File: src/hdl/aat_pkg.sv
// Shared types and constants for the access audit table.
// Holds the opcode set, the record layout and the beat structs of both channels.
// No dependencies.
`timescale 1ns / 1ps

package aat_pkg;

  localparam int AAT_TABLE_DEPTH  = 64;
  localparam int AAT_DOMAIN_COUNT = 16;
  localparam int AAT_KIND_COUNT   = 16;

  localparam int DOM_W   = $clog2(AAT_DOMAIN_COUNT);
  localparam int KIND_W  = $clog2(AAT_KIND_COUNT);
  localparam int COUNT_W = 32;
  localparam int TIME_W  = 64;
  localparam int LIST_W  = 7;

  typedef enum logic [1:0] {
    OP_RECORD  = 2'd0,
    OP_CONSENT = 2'd1,
    OP_CHECK   = 2'd2,
    OP_LIST    = 2'd3
  } op_t;

  typedef struct packed {
    op_t                 opcode;
    logic [DOM_W-1:0]    dom_sel;
    logic [KIND_W-1:0]   data_kind;
    logic                consent_value;
    logic [TIME_W-1:0]   now_time;
    logic [LIST_W-1:0]   max_list;
  } in_item_t;

  typedef struct packed {
    logic                status;
    logic                consent_flag;
    logic [KIND_W-1:0]   record_kind;
    logic [COUNT_W-1:0]  hit_count;
    logic [TIME_W-1:0]   stamp_time;
    logic                record_valid;
    logic                last;
    logic [LIST_W-1:0]   copied;
  } out_item_t;

  // One stored audit record
  typedef struct packed {
    logic [DOM_W-1:0]    dom;
    logic [KIND_W-1:0]   kind;
    logic [COUNT_W-1:0]  count;
    logic [TIME_W-1:0]   stamp;
    logic                consent;
  } entry_t;

endpackage

File: src/hdl/aat_scan.sv
// Scan sequencer of the access audit table: walks the filled entries through
// the record store, then writes back or emits results. Depends on aat_pkg.
`timescale 1ns / 1ps

module aat_scan import aat_pkg::*; #(
  parameter int TABLE_DEPTH = AAT_TABLE_DEPTH,
  localparam int ADDR_W = $clog2(TABLE_DEPTH),
  localparam int FILL_W = $clog2(TABLE_DEPTH + 1)
) (
  input  logic              clk,
  input  logic              rst_n,
  input  logic              start,
  output logic              busy,
  input  in_item_t          in_item,
  output logic              out_strobe,
  output out_item_t         out_item,
  output logic              mem_rd_en,
  output logic [ADDR_W-1:0] mem_rd_addr,
  input  entry_t            mem_rd_data,
  output logic              mem_wr_en,
  output logic [ADDR_W-1:0] mem_wr_addr,
  output entry_t            mem_wr_data
);

  typedef enum logic [1:0] {
    ST_IDLE,
    ST_SCAN,
    ST_FIN
  } state_t;

  state_t            state_r;
  in_item_t          op_r;
  logic [FILL_W-1:0] rd_idx_r;
  logic              pend_r;
  logic [ADDR_W-1:0] pidx_r;
  logic [FILL_W-1:0] fill_r;
  logic              found_r;
  logic [ADDR_W-1:0] hit_idx_r;
  entry_t            hit_ent_r;
  logic              hold_v_r;
  entry_t            hold_ent_r;
  logic [LIST_W-1:0] copied_r;
  logic              out_strobe_r;
  out_item_t         out_r;

  logic              more;
  logic              dom_hit;
  logic              key_hit;
  logic              is_list;
  logic              room;
  logic              append;
  logic [LIST_W-1:0] copied_nxt;
  logic              out_strobe_nxt;

  function automatic out_item_t list_beat(entry_t e, logic [LIST_W-1:0] n, logic fin);
    out_item_t r;
    r              = '0;
    r.consent_flag = e.consent;
    r.record_kind  = e.kind;
    r.hit_count    = e.count;
    r.stamp_time   = e.stamp;
    r.record_valid = 1'b1;
    r.last         = fin;
    r.copied       = n;
    return r;
  endfunction

  function automatic out_item_t empty_beat();
    out_item_t r;
    r      = '0;
    r.last = 1'b1;
    return r;
  endfunction

  function automatic out_item_t op_beat(logic full, logic cons);
    out_item_t r;
    r              = '0;
    r.status       = full;
    r.consent_flag = cons;
    r.last         = 1'b1;
    return r;
  endfunction

  assign more       = rd_idx_r < fill_r;
  assign dom_hit    = pend_r && (mem_rd_data.dom == op_r.dom_sel);
  assign key_hit    = dom_hit && (mem_rd_data.kind == op_r.data_kind);
  assign is_list    = op_r.opcode == OP_LIST;
  assign room       = fill_r < FILL_W'(TABLE_DEPTH);
  assign append     = (op_r.opcode == OP_RECORD || op_r.opcode == OP_CONSENT) &&
                      !found_r && room;
  assign copied_nxt = copied_r + LIST_W'(1);

  // Strobe a held list record on each further match, and the final beat from write-back
  assign out_strobe_nxt = (state_r == ST_FIN) ||
                          ((state_r == ST_SCAN) && is_list && (op_r.max_list != '0) &&
                           dom_hit && hold_v_r);

  assign mem_rd_en   = (state_r == ST_SCAN) && more;
  assign mem_rd_addr = rd_idx_r[ADDR_W-1:0];

  // Write-back of the hit entry or append at the fill mark
  always_comb begin
    mem_wr_en   = 1'b0;
    mem_wr_addr = found_r ? hit_idx_r : fill_r[ADDR_W-1:0];
    mem_wr_data = hit_ent_r;
    if (state_r == ST_FIN) begin
      unique case (op_r.opcode)
        OP_RECORD: begin
          if (found_r) begin
            mem_wr_en         = 1'b1;
            mem_wr_data.count = (hit_ent_r.count == '1) ? hit_ent_r.count :
                                hit_ent_r.count + COUNT_W'(1);
            mem_wr_data.stamp = op_r.now_time;
          end else if (room) begin
            mem_wr_en           = 1'b1;
            mem_wr_data.dom     = op_r.dom_sel;
            mem_wr_data.kind    = op_r.data_kind;
            mem_wr_data.count   = COUNT_W'(1);
            mem_wr_data.stamp   = op_r.now_time;
            mem_wr_data.consent = 1'b0;
          end
        end
        OP_CONSENT: begin
          if (found_r) begin
            mem_wr_en           = 1'b1;
            mem_wr_data.consent = op_r.consent_value;
          end else if (room) begin
            mem_wr_en           = 1'b1;
            mem_wr_data.dom     = op_r.dom_sel;
            mem_wr_data.kind    = op_r.data_kind;
            mem_wr_data.count   = '0;
            mem_wr_data.stamp   = '0;
            mem_wr_data.consent = op_r.consent_value;
          end
        end
        OP_CHECK, OP_LIST: begin
          mem_wr_en = 1'b0;
        end
      endcase
    end
  end

  always_ff @(posedge clk) begin
    if (!rst_n) begin
      state_r      <= ST_IDLE;
      fill_r       <= '0;
      pend_r       <= 1'b0;
      found_r      <= 1'b0;
      hold_v_r     <= 1'b0;
      out_strobe_r <= 1'b0;
    end else begin
      out_strobe_r <= out_strobe_nxt;
      unique case (state_r)
        ST_IDLE: begin
          if (start) begin
            op_r     <= in_item;
            rd_idx_r <= '0;
            pend_r   <= 1'b0;
            found_r  <= 1'b0;
            hold_v_r <= 1'b0;
            copied_r <= '0;
            state_r  <= ST_SCAN;
          end
        end
        ST_SCAN: begin
          // Keep one read in flight: issue the next entry while checking the last
          pend_r <= more;
          pidx_r <= rd_idx_r[ADDR_W-1:0];
          if (more) begin
            rd_idx_r <= rd_idx_r + FILL_W'(1);
          end
          if (is_list) begin
            priority if (op_r.max_list == '0) begin
              state_r <= ST_FIN;
            end else if (dom_hit) begin
              // Hold the newest match back until we know whether it is the final beat
              if (hold_v_r) begin
                out_r <= list_beat(hold_ent_r, copied_r, 1'b0);
              end
              hold_v_r   <= 1'b1;
              hold_ent_r <= mem_rd_data;
              copied_r   <= copied_nxt;
              if (copied_nxt == op_r.max_list) begin
                state_r <= ST_FIN;
              end
            end else if (!pend_r && !more) begin
              state_r <= ST_FIN;
            end
          end else begin
            priority if (key_hit) begin
              found_r   <= 1'b1;
              hit_idx_r <= pidx_r;
              hit_ent_r <= mem_rd_data;
              state_r   <= ST_FIN;
            end else if (!pend_r && !more) begin
              state_r <= ST_FIN;
            end
          end
        end
        ST_FIN: begin
          state_r <= ST_IDLE;
          if (is_list) begin
            out_r <= hold_v_r ? list_beat(hold_ent_r, copied_r, 1'b1) : empty_beat();
          end else begin
            out_r <= op_beat((op_r.opcode == OP_RECORD) && !found_r && !room,
                             (op_r.opcode == OP_CHECK) && found_r && hit_ent_r.consent);
          end
          if (append) begin
            fill_r <= fill_r + FILL_W'(1);
          end
        end
        default: begin
          state_r <= ST_IDLE;
        end
      endcase
    end
  end

  assign busy       = state_r != ST_IDLE;
  assign out_strobe = out_strobe_r;
  assign out_item   = out_r;

  a_fill_bound: assert property (@(posedge clk) disable iff (!rst_n)
    fill_r <= FILL_W'(TABLE_DEPTH))
    else $error("fill level beyond table depth");

  a_wr_only_fin: assert property (@(posedge clk) disable iff (!rst_n)
    mem_wr_en |-> state_r == ST_FIN)
    else $error("record store written outside write-back");

  a_last_to_idle: assert property (@(posedge clk) disable iff (!rst_n)
    out_strobe_r && out_r.last |-> state_r == ST_IDLE)
    else $error("final beat while sequencer still active");

  a_beat_from_busy: assert property (@(posedge clk) disable iff (!rst_n)
    out_strobe_r |-> $past(state_r != ST_IDLE))
    else $error("result beat without an item in progress");

  a_copied_bound: assert property (@(posedge clk) disable iff (!rst_n)
    out_strobe_r && out_r.record_valid |-> out_r.copied <= op_r.max_list)
    else $error("list emitted more records than allowed");

endmodule
File: config.mk
export PLATFORM = sky130hd
export DESIGN_NAME = aat_scan
export DESIGN_NICKNAME = d
export VERILOG_FILES = /design/src/hdl/aat_pkg.sv /design/src/hdl/aat_scan.sv
export SDC_FILE = /design/constraint.sdc
export NUM_CORES = 1
export LEC_CHECK = 0
export BUFFER_PORTS_ARGS = -buffer_cell sky130_fd_sc_hd__buf_2
export CORE_MARGIN = 5
export CORE_UTILIZATION = 48
export CTS_CLUSTER_SIZE = 30
export DETAILED_ROUTE_END_ITERATION = 6
export PLACE_DENSITY = 0.76
export SYNTH_ARGS = -nofsm -noshare
export SYNTH_HDL_FRONTEND = slang
export SYNTH_SLANG_ARGS = --single-unit
File: constraint.sdc
create_clock -name clk -period 13.4 [get_ports clk]
set_input_delay 0.67 -clock clk [delete_from_list [all_inputs] [get_ports clk]]
set_output_delay 0.67 -clock clk [all_outputs]
set_load 0.01 [all_outputs]
### After elaboration in Yosys (flattened, before gate mapping)

Cells that the tools add are included.

| word-level totals | value |
|---|---|
| register bits | 438 |
| output and inout port bits | 232 |
| word-level logic and storage cells | 146 |

| operators by class | value |
|---|---|
| add/subtract/negate cells | 4 |
| magnitude comparators | 2 |
| equal/unequal tests | 18 |
| multiplexer cells | 46 |
| bitwise gates (word level) | 2 |
| reduce and logical (&&, ||, !) cells | 41 |

Operators with widths:

| operator | number |
|---|---|
| 111-bit 2-to-1 mux | 5 |
| 105-bit 2-to-1 mux | 3 |
| 111-bit case mux with 2 select lines | 1 |
| 105-bit case mux with 2 select lines | 1 |
| 110-bit 2-to-1 mux | 1 |
| 104-bit 2-to-1 mux | 1 |
| 96-bit 2-to-1 mux | 1 |
| 7-bit 2-to-1 mux | 5 |
| 32-bit by 1-bit adder with 32-bit output, second input constant | 1 |
| 32-bit == test, second input constant | 1 |
| 32-bit 2-to-1 mux | 1 |
| 7-bit case mux with 2 select lines | 2 |
| 7-bit by 1-bit adder with 7-bit output, second input constant | 3 |
| 2-bit inequality test, second input constant | 8 |
| 1-bit logical AND | 14 |
| 2-bit 2-to-1 mux | 7 |
| 4-bit AND reduction | 3 |
| 6-bit AND reduction | 2 |
| 1-bit 2-to-1 mux | 11 |
| 5-bit AND reduction | 2 |
| 4-bit == test | 2 |
| 8-bit 2-to-1 mux | 1 |
| 1-bit case mux with 2 select lines | 4 |
| 2-bit AND reduction | 4 |
| 17 further kinds | 29 |

### Logic depth before layout (Yosys ltp)

Gate-level depths: netlist (run 1).

| logic depth | value |
|---|---|
| depth after elaboration | 8 |
| depth in mapped cells | 10 |

### Least setup slack after synthesis (run 1)

No wires, ideal clock.

| timing path | value |
|---|---|
| kind | input -> register |
| start point | in mem_rd_data[103] (netlist bit) |
| end point | reg hit_ent_r[0] (netlist bit), enable pin |
| arrival | 12.686 ns |
| setup slack | -0.183 ns |
| stages | 4 |
| path through | xor2_1 a221oi_1 nand2_1 nor4b_1 |

| between the ends | value |
|---|---|
| cells in the longest elaborated chain, start to end | 4 |

Ends and longest elaborated chain:

| element | line | RTL |
|---|---|---|
| start: declaration | aat_scan.sv:19 | `input entry_t mem_rd_data,` |
| 4-bit == test | aat_scan.sv:85 | `assign dom_hit = pend_r && (mem_rd_data.dom == op_r.dom_sel);` |
| 1-bit logical AND | aat_scan.sv:85 |  |
| 1-bit logical AND | aat_scan.sv:86 | `assign key_hit = dom_hit && (mem_rd_data.kind == op_r.data_kind);` |
| 4-bit AND reduction (no source line) | -- |  |
| end signal: assignment | aat_scan.sv:193 | `hit_ent_r <= mem_rd_data;` |
| end: declaration | aat_scan.sv:39 | `entry_t hit_ent_r;` |

Every way passes these cells.
A chain may end at the register's enable or synchronous reset.

==> flow_metrics.env, run 1 <==
export IMPL_rsz0062_at_grt="no"
export IMPL_crit_fanout=15
export IMPL_fin_area_um2=21000
export IMPL_r2r_start="op_r[80]"
export IMPL_area_growth_pct=22.6
export IMPL_yosysUniqueCellTypes=53
export IMPL_dpl_instance_area_um2=19700
export IMPL_first_pass_iters=5
export IMPL_die_h_um=199
export IMPL_vias=11400
export IMPL_power_leakage_nw=7.80
export IMPL_ant_nets=0
export IMPL_dp_hpwl_um=31400
export IMPL_pre_cts_ws_ns=9.65
export IMPL_die_area_um2=39500
export IMPL_synthTopCellsByArea="edfxtp_1 (75%), and2_1 (4.1%), a31oi_1 (2.2%), nor2_1 (2.0%), a21oi_1 (1.7%)"
export IMPL_whs_endpoint="op_r[40]"
export IMPL_clock_root_buffer="clkbuf_16"
export IMPL_synth_top_cell_area_share_pct=74.6
export IMPL_drv_slew=0
export IMPL_grt_max_degree=110
export IMPL_antenna_found_initial=9
export IMPL_cts_tree="yes"
export IMPL_max_freq_mhz=228
export IMPL_endpoint_kind="output pin"
export IMPL_io_pin_count=422
export IMPL_synth_edff_count=425
export IMPL_cts_hold_buffers_added=0
export IMPL_required_ns=12.73
export IMPL_drtIter0Drc=841
export IMPL_clock_skew_ns=0.0169
export IMPL_clk_latency_ns=0.55
export IMPL_ys_seq_area_share_pct=76.1
export IMPL_criticalPathCategory="reg -> out"
export IMPL_cts_repair_resize_count=0
export IMPL_netlist_area_um2=17100
export IMPL_max_slew_margin_pct=23.9
export IMPL_async_flop_share_pct=0
export IMPL_h_tree_depth=2
export IMPL_final_cells=2064
export IMPL_min_from="in_item[40]"
export IMPL_grt_pass1_wl_um=65900
export IMPL_r2r_end="out_item[44]"
export IMPL_grt_ovfl_total=0
export IMPL_crit_path_start_kind="flop"
export IMPL_avgSynthCellArea_um2=14.9
export IMPL_die_x_um=199
export IMPL_powerDensity_nw_per_um2=133
export IMPL_synth_seq_cells=438
export IMPL_place_inst=1983
export IMPL_syn_nets=1350
export IMPL_ys_flop_type="edfxtp_1"
export IMPL_final_hold_violation_count=0
export IMPL_tightest_slew_ns=1.13
export IMPL_setup_ws_ns=9.02
export IMPL_port_buffers=421
export IMPL_routed_via_density=5.50
export IMPL_fin_nets=1768
export IMPL_gp_congestion=0.897
export IMPL_hp_class="in -> reg"
export IMPL_cts_buffers=44
export IMPL_synth_top_area_cell="edfxtp_1"
export IMPL_peakVddDrop_mv=0.129
export IMPL_drive_above_1_share_pct=31.7
export IMPL_routedWlPerCell_um=21.9
export IMPL_drv_cap=0
export IMPL_finalSetupTns_ns=0
export IMPL_synthCells=1150
export IMPL_hold_path_depth=1
export IMPL_first_global_vias=11200
export IMPL_fp_row_count=69
export IMPL_mostFrequentLayoutCells="edfxtp_1 (425), buf_2 (421), and2_1 (112)"
export IMPL_run_status="finished clean"
export IMPL_reg2reg_slack_ns=9.97
export IMPL_wl_um=45300
export IMPL_clkSinkCount=438
export IMPL_drc=0
export IMPL_cts_setup_buffers=0
export IMPL_start_util_pct=48.3
export IMPL_cts_buffer_depth=3
export IMPL_period_minus_slack_ns=4.38
export IMPL_cp_arrival_ns=3.71
export IMPL_grtUsageTotal_pct=22.1
export IMPL_ff2ff_path_depth=7
export IMPL_yosysWarnings=0
export IMPL_min_period_over_period_pct=32.7
export IMPL_finalSetupViolations=0
export IMPL_layout_commonest_cell="edfxtp_1"
export IMPL_core_um2=35400
export IMPL_clk_pin_slew_ns=0.06
export IMPL_fillers=2756
cell usage after synthesis (3+ instances only):
cell	number
or3_1	8
xnor2_1	15
clkbuf_1	49
and4_1	4
inv_1	17
ha_1	10
buf_4	6
a22o_1	22
nor2_1	90
dfxtp_1	13
edfxtp_1	425
and3_1	12
xor2_1	8
o211ai_1	7
nor3_1	11
nor2b_1	3
nand2_1	74
o21ai_0	34
o31ai_1	11
a21oi_1	59
nand4_1	13
xnor3_1	4
nor4_1	10
a31oi_1	61
nand3_1	26
a31o_2	3
nand2b_1	5
and2_1	112
a21o_1	5
power breakdown:
group | internal, mW | switching (mW) | leakage (nW) | total [mW]
sequential | 1.53 | 0.0137 | 3.96 | 1.54
combinational | 0.0486 | 0.0767 | 3.21 | 0.125
clock | 0.631 | 0.490 | 0.630 | 1.12
total | 2.21 | 0.581 | 7.80 | 2.79
stage by stage:
stage               total power, mW  utilization (%)  hold slack [ns]
floorplan                      1.63                -            0.400
global placement               1.69             55.6            0.401
detailed placement             1.70             55.6            0.405
CTS                            2.81             59.2            0.255
global route                   2.88             59.2            0.258
finish                         2.79             59.2            0.292
routing by layer:
metal  wire (µm)  vias to the layer above  global-route usage (%)
li1            -                     5193                       -
met1       16700                     5424                    28.2
met2       22000                      645                    36.9
met3        5270                       84                    6.20
met4        1230                        8                    6.81
met5          46                        -                       0
cell families after synthesis:
logic type | synth area share [%]
adder cells (fa/ha/maj) | 0.731
flip-flops | 76.1
buffers and inverters | 1.95
AO/OA/AOI/OAI | 7.97
AND/OR/NAND/NOR | 11.5
multiplexers | 0.0658
XOR/XNOR | 1.70
worst max-delay path, cell delays in order (launching register included):
cell and delay [ns]:
edfxtp_1 0.61, nor3_1 0.99, nand2_1 0.65, or4_1 0.59, o211ai_1 0.14, buf_2 0.18
cell type report:
cell class / count / area (µm²) / area share, %
inverters: 17 / 63.8 / 0.304
multi-input cells: 634 / 3810 / 18.2
repair buffers: 433 / 2200 / 10.5
well taps: 461 / 577 / 2.75
clock inverters: 20 / 124 / 0.591
clock buffers: 55 / 1160 / 5.55
diodes: 6 / 15.0 / 0.0716
flip-flops and latches: 438 / 13000 / 62.1
sequential cells by signal (all words and copies together), names as in the netlist:
name and cells:
out_item 111, hit_ent_r 105, hold_ent_r 101, op_r 82, copied_r 7, fill_r 7
rd_idx_r 7, hit_idx_r 6, pidx_r 6, state_r 2, found_r 1, hold_v_r 1
out_strobe 1, pend_r 1
worst max-delay path by stage:
stage                           from              end
floorplan           mem_rd_data[103]    hold_ent_r[0]
global placement            op_r[80]  mem_wr_data[95]
detailed placement          op_r[80]  mem_wr_data[95]
CTS                         op_r[80]  mem_wr_data[95]
global route                op_r[80]  mem_wr_data[95]
finish                      op_r[80]  mem_wr_data[95]
Power figures use the tool's default switching activity.
==> run 2, diff against run 1 <==
- clock period: 13.4 -> 4 ns (I/O delays scaled with it)
==> run 2 against run 1 <==
- sequential share of layout area decreased by 5.8 points
- register-to-register slack got worse by 8.8 ns
- flip-flop and latch count unchanged
- first-iteration DRC count increased by 11%
- clock-buffer cell count increased by 8
- die area unchanged
- clock power increased to 3.7 times the previous value
==> flow_metrics.env, run 2 (same netlist as run 1, synthesis figures left out) <==
export IMPL_run_status="finished clean"
export IMPL_drtIter0Drc=936
export IMPL_clkSinkCount=438
export IMPL_drc=0
export IMPL_criticalPathCategory="reg -> out"
export IMPL_largest_reg_flops=111
export IMPL_crit_fanout=9
export IMPL_fin_area_um2=23100
export IMPL_antenna_found_initial=5
export IMPL_routed_via_density=5.58
export IMPL_dpl_instance_area_um2=19800
export IMPL_clock_root_buffer="clkbuf_16"
export IMPL_powerDensity_nw_per_um2=427
export IMPL_cp_arrival_ns=3.41
export IMPL_reg2reg_slack_ns=1.20
export IMPL_crit_path_start_kind="flop"
export IMPL_power_leakage_nw=8.70
export IMPL_finalSetupTns_ns=0
export IMPL_die_h_um=199
export IMPL_finalSetupViolations=0
export IMPL_mostFrequentLayoutCells="edfxtp_1 (425), buf_2 (421), dlygate4sd3_1 (189)"
export IMPL_required_ns=3.80
export IMPL_vias=12600
export IMPL_first_global_vias=12900
export IMPL_final_hold_violation_count=0
export IMPL_layout_commonest_cell="edfxtp_1"
export IMPL_fin_nets=1961
export IMPL_clock_skew_ns=0.0136
export IMPL_pre_cts_ws_ns=0.964
export IMPL_tightest_slew_ns=1.14
export IMPL_final_cells=2262
export IMPL_setup_ws_ns=0.391
export IMPL_drive_above_1_share_pct=28.6
export IMPL_max_freq_mhz=277
export IMPL_holdWs_ns=0.339
export IMPL_clk_latency_ns=0.57
export IMPL_io_pin_count=422
export IMPL_drv_slew=0
export IMPL_fp_row_count=69
export IMPL_grtUsageTotal_pct=25.4
export IMPL_die_x_um=199
export IMPL_grt_pass1_wl_um=75900
export IMPL_clk_pin_slew_ns=0.07
export IMPL_drv_cap=0
export IMPL_grt_ovfl_total=0
export IMPL_grt_max_degree=89
export IMPL_peakVddDrop_mv=0.422
export IMPL_dp_hpwl_um=32100
export IMPL_wl_um=51600
export IMPL_routedWlPerCell_um=22.8
export IMPL_cts_tree="yes"
export IMPL_start_util_pct=48.3
export IMPL_gp_congestion=0.903
export IMPL_endpoint_kind="output pin"
export IMPL_h_tree_depth=2
export IMPL_port_buffers=421
export IMPL_die_area_um2=39500
export IMPL_period_minus_slack_ns=3.61
export IMPL_hp_class="in -> reg"
export IMPL_ant_nets=0
export IMPL_cts_buffers=45
export IMPL_max_slew_margin_pct=23.9
export IMPL_cts_buffer_depth=3
export IMPL_core_um2=35400
export IMPL_place_inst=1986
export IMPL_rsz0062_at_grt="no"
export IMPL_first_pass_iters=6
export IMPL_min_period_over_period_pct=90.2
export IMPL_area_growth_pct=35.2
## run 2: cell types whose count changed in the layout (fill, tap and decap cells not counted), sizes merged
cell         before  now
buf             433  436
bufinv            1    3
clkbuf           55   63
clkinv           18   14
clkinvlp          1    0
diode             6    4
dlygate4sd3       0  189
inv              17   20
## run 2: where the power goes
group          internal [mW]  switching (mW)
Sequential              5.12          0.0489
Clock                   2.37            1.76
Combinational          0.290           0.304
## run 2: critical path, stage by stage (launching register included)
cell and delay [ns]:
edfxtp_1 0.51, nand4_2 0.18, or3_1 0.52, nor3_1 0.64, nor4_1 0.20, o21ai_0 0.34, a22o_1 0.28, buf_2 0.19
## run 2: per-stage QoR
step                power [mW]  util, %
floorplan                 5.45        -
global placement          5.67     55.9
detailed placement        5.69     55.9
CTS                       9.91     65.3
global route              10.2     65.3
finish                    9.88     65.3
## run 2: repair_timing
action,CTS,global route
hold endpoints to repair,292,0
gates resized for setup,0,0
hold buffers,189,0
buffers inserted,0,0
## run 2: metal layers
layer	wire (µm)	track usage [%]	share of wire [%]	vias to the layer above
li1	-	-	-	5579
met1	18000	30.7	35	6029
met2	25600	43.6	50	878
met3	6020	7.44	12	130
met4	1950	9.14	3.8	0
met5	0	0	0	-
## run 2: final timing paths
| check | from | end | cells past startpoint |
|---|---|---|---|
| min | in_item[45] | op_r[45] | 2 |
| min reg2reg | pidx_r[3] | hit_idx_r[3] | 0 |
| max | hit_ent_r[74] | mem_wr_data[77] | 7 |
| max reg2reg | found_r | fill_r[5] | 6 |
## run 2: area by class of cell
type | count | area (µm²)
well taps | 461 | 577
multi-input cells | 634 | 3820
diodes | 4 | 10.0
inverters | 17 | 63.8
fillers | 2409 | 12300
flip-flops and latches | 438 | 13000
repair buffers | 625 | 4190
clock inverters | 20 | 200
clock buffers | 63 | 1230
==> run 3, diff against run 2 <==
- CORE_UTILIZATION: 48 -> 53
- PLACE_DENSITY: 0.76 -> 0.79
- REMOVE_ABC_BUFFERS: default -> 1
- clock period: 4 -> 3.8 ns (I/O delays scaled with it)
==> run 3 against run 2 <==
- first-iteration DRC count rose by 44%
- via count barely moved
- routed wire length barely moved
- hold slack improved by 0.024 ns
- largest cell class unchanged
- clock-buffer cell count fell by 3
- critical path depth did not move
- clock power rose by 4%
- global-route usage rose by 2.6 points
==> flow_metrics.env, run 3 (same netlist as run 1, synthesis figures left out) <==
export IMPL_area_growth_pct=34.8
export IMPL_cts_buffers=44
export IMPL_timing_critical_path_buf_inv=1
export IMPL_drive_above_1_share_pct=29.1
export IMPL_crit_path_max_incr_delay_ns=0.67
export IMPL_routedWlPerCell_um=23.3
export IMPL_antenna_found_initial=4
export IMPL_grtUsageTotal_pct=27.9
export IMPL_fin_area_um2=23100
export IMPL_criticalPathCategory="reg -> out"
export IMPL_final_hold_violation_count=0
export IMPL_clk_pin_slew_ns=0.06
export IMPL_powerDensity_nw_per_um2=450
export IMPL_min_period_over_period_pct=93.5
export IMPL_pre_cts_ws_ns=0.832
export IMPL_power_leakage_nw=8.72
export IMPL_clk_latency_ns=0.54
export IMPL_peakVddDrop_mv=0.435
export IMPL_required_ns=3.61
export IMPL_slowest_stage="or4_4"
export IMPL_crit_path_start_kind="flop"
export IMPL_finalSetupTns_ns=0
export IMPL_worstPathCellList="nand4_2, or3_1, or4_4, a31oi_1, o31ai_1, o31ai_1, buf_2"
export IMPL_whs_endpoint="op_r[56]"
export IMPL_cts_repair_resize_count=0
export IMPL_rsz0062_at_grt="no"
export IMPL_gp_congestion=0.929
export IMPL_h_tree_depth=2
export IMPL_io_pin_count=422
export IMPL_layout_commonest_cell="edfxtp_1"
export IMPL_drc=0
export IMPL_die_x_um=190
export IMPL_drv_cap=0
export IMPL_die_h_um=190
export IMPL_mostFrequentLayoutCells="edfxtp_1 (425), buf_2 (421), dlygate4sd3_1 (189)"
export IMPL_setup_ws_ns=0.249
export IMPL_met3_length_um=5550
export IMPL_routed_via_density=5.70
export IMPL_die_area_um2=36000
export IMPL_start_util_pct=53.9
export IMPL_cp_top_family="simple AND/OR/NAND/NOR gates"
export IMPL_reg2reg_slack_ns=1.07
export IMPL_hp_class="in -> reg"
export IMPL_grt_ovfl_total=0
export IMPL_path_common_cell="o31ai_1"
export IMPL_tightest_slew_ns=1.07
export IMPL_grt_max_degree=110
export IMPL_largest_reg_flops=111
export IMPL_fin_nets=1969
export IMPL_cts_buffer_depth=3
export IMPL_fillers=1938
export IMPL_clock_root_buffer="clkbuf_16"
export IMPL_cts_tree="yes"
export IMPL_run_status="finished clean"
export IMPL_max_freq_mhz=282
export IMPL_core_um2=31700
export IMPL_clock_skew_ns=0.0169
export IMPL_port_buffers=421
export IMPL_crit_fanout=15
export IMPL_endpoint_kind="output pin"
export IMPL_r2r_start="state_r[0]"
export IMPL_first_pass_iters=6
export IMPL_cts_setup_buffers=0
export IMPL_drv_slew=0
export IMPL_drtIter0Drc=1345
export IMPL_dp_hpwl_um=31800
export IMPL_dr_wl_met2_um=25300
export IMPL_period_minus_slack_ns=3.55
export IMPL_r2r_end="out_item[21]"
export IMPL_clkSinkCount=438
export IMPL_final_util_pct=72.7
export IMPL_holdWs_ns=0.362
export IMPL_grt_pass1_wl_um=77000
export IMPL_ff2ff_path_depth=6
export IMPL_path_depth=7
export IMPL_ant_nets=0
export IMPL_wl_um=51600
export IMPL_finalSetupViolations=0
export IMPL_fp_row_count=65
export IMPL_vias=12600
export IMPL_first_global_vias=13000
export IMPL_max_slew_margin_pct=28.7
export IMPL_drt_met1_wl_um=18100
export IMPL_min_from="in_item[56]"
export IMPL_cp_arrival_ns=3.36
export IMPL_dpl_instance_area_um2=19700
export IMPL_hold_path_depth=2
export IMPL_maxUsedRoutingLayer="met4"
-- run 3: cell count changes in the layout (fill, tap and decap cells not counted), moves of 2 or more --
cell        delta
buf_12         -2
buf_4         +11
clkbuf_1       -3
clkinv_1       -3
clkinv_2       +4
clkinvlp_4     +2
-- run 3: layout make-up --
| class | count | area, µm² | share of cell area (%) |
|---|---|---|---|
| multi-input cells | 634 | 3790 | 16.5 |
| inverters | 17 | 63.8 | 0.277 |
| clock inverters | 22 | 218 | 0.944 |
| well taps | 402 | 503 | 2.18 |
| diodes | 5 | 12.5 | 0.0543 |
| clock buffers | 60 | 1210 | 5.26 |
| repair buffers | 634 | 4230 | 18.3 |
| flip-flops and latches | 438 | 13000 | 56.5 |
-- run 3: timing repair --
item,in CTS,in global routing
hold buffers,189,0
endpoints found under the setup margin,0,0
endpoints found under the hold margin,291,0
-- run 3: metrics by stage --
step	power [mW]	std cells
3_5_place_dp	5.99	1936
5_1_grt	10.7	2211
4_1_cts	10.4	2207
3_3_place_gp	5.97	1936
2_1_floorplan	5.72	1089
6_report	10.4	2212
-- run 3: worst max-delay path by stage --
stage	from	end
CTS	hit_ent_r[74]	mem_wr_data[78]
finish	hit_ent_r[74]	mem_wr_data[78]
floorplan	op_r[78]	hit_ent_r[0]
global route	hit_ent_r[74]	mem_wr_data[78]
global placement	hit_ent_r[74]	mem_wr_data[78]
detailed placement	hit_ent_r[74]	mem_wr_data[78]
-- run 3: metal layers --
layer / track usage (%) / vias to the layer above
met3: 7.54 / 163
met5: 0 / -
met1: 34.1 / 5983
met2: 47.0 / 867
li1: - / 5594
met4: 12.7 / 0
-- run 3: where the power goes --
group,leakage [nW],internal (mW),total (mW),switching (mW)
clock,0.695,2.52,4.30,1.78
sequential,3.96,5.38,5.44,0.0503
combinational,4.07,0.307,0.633,0.327
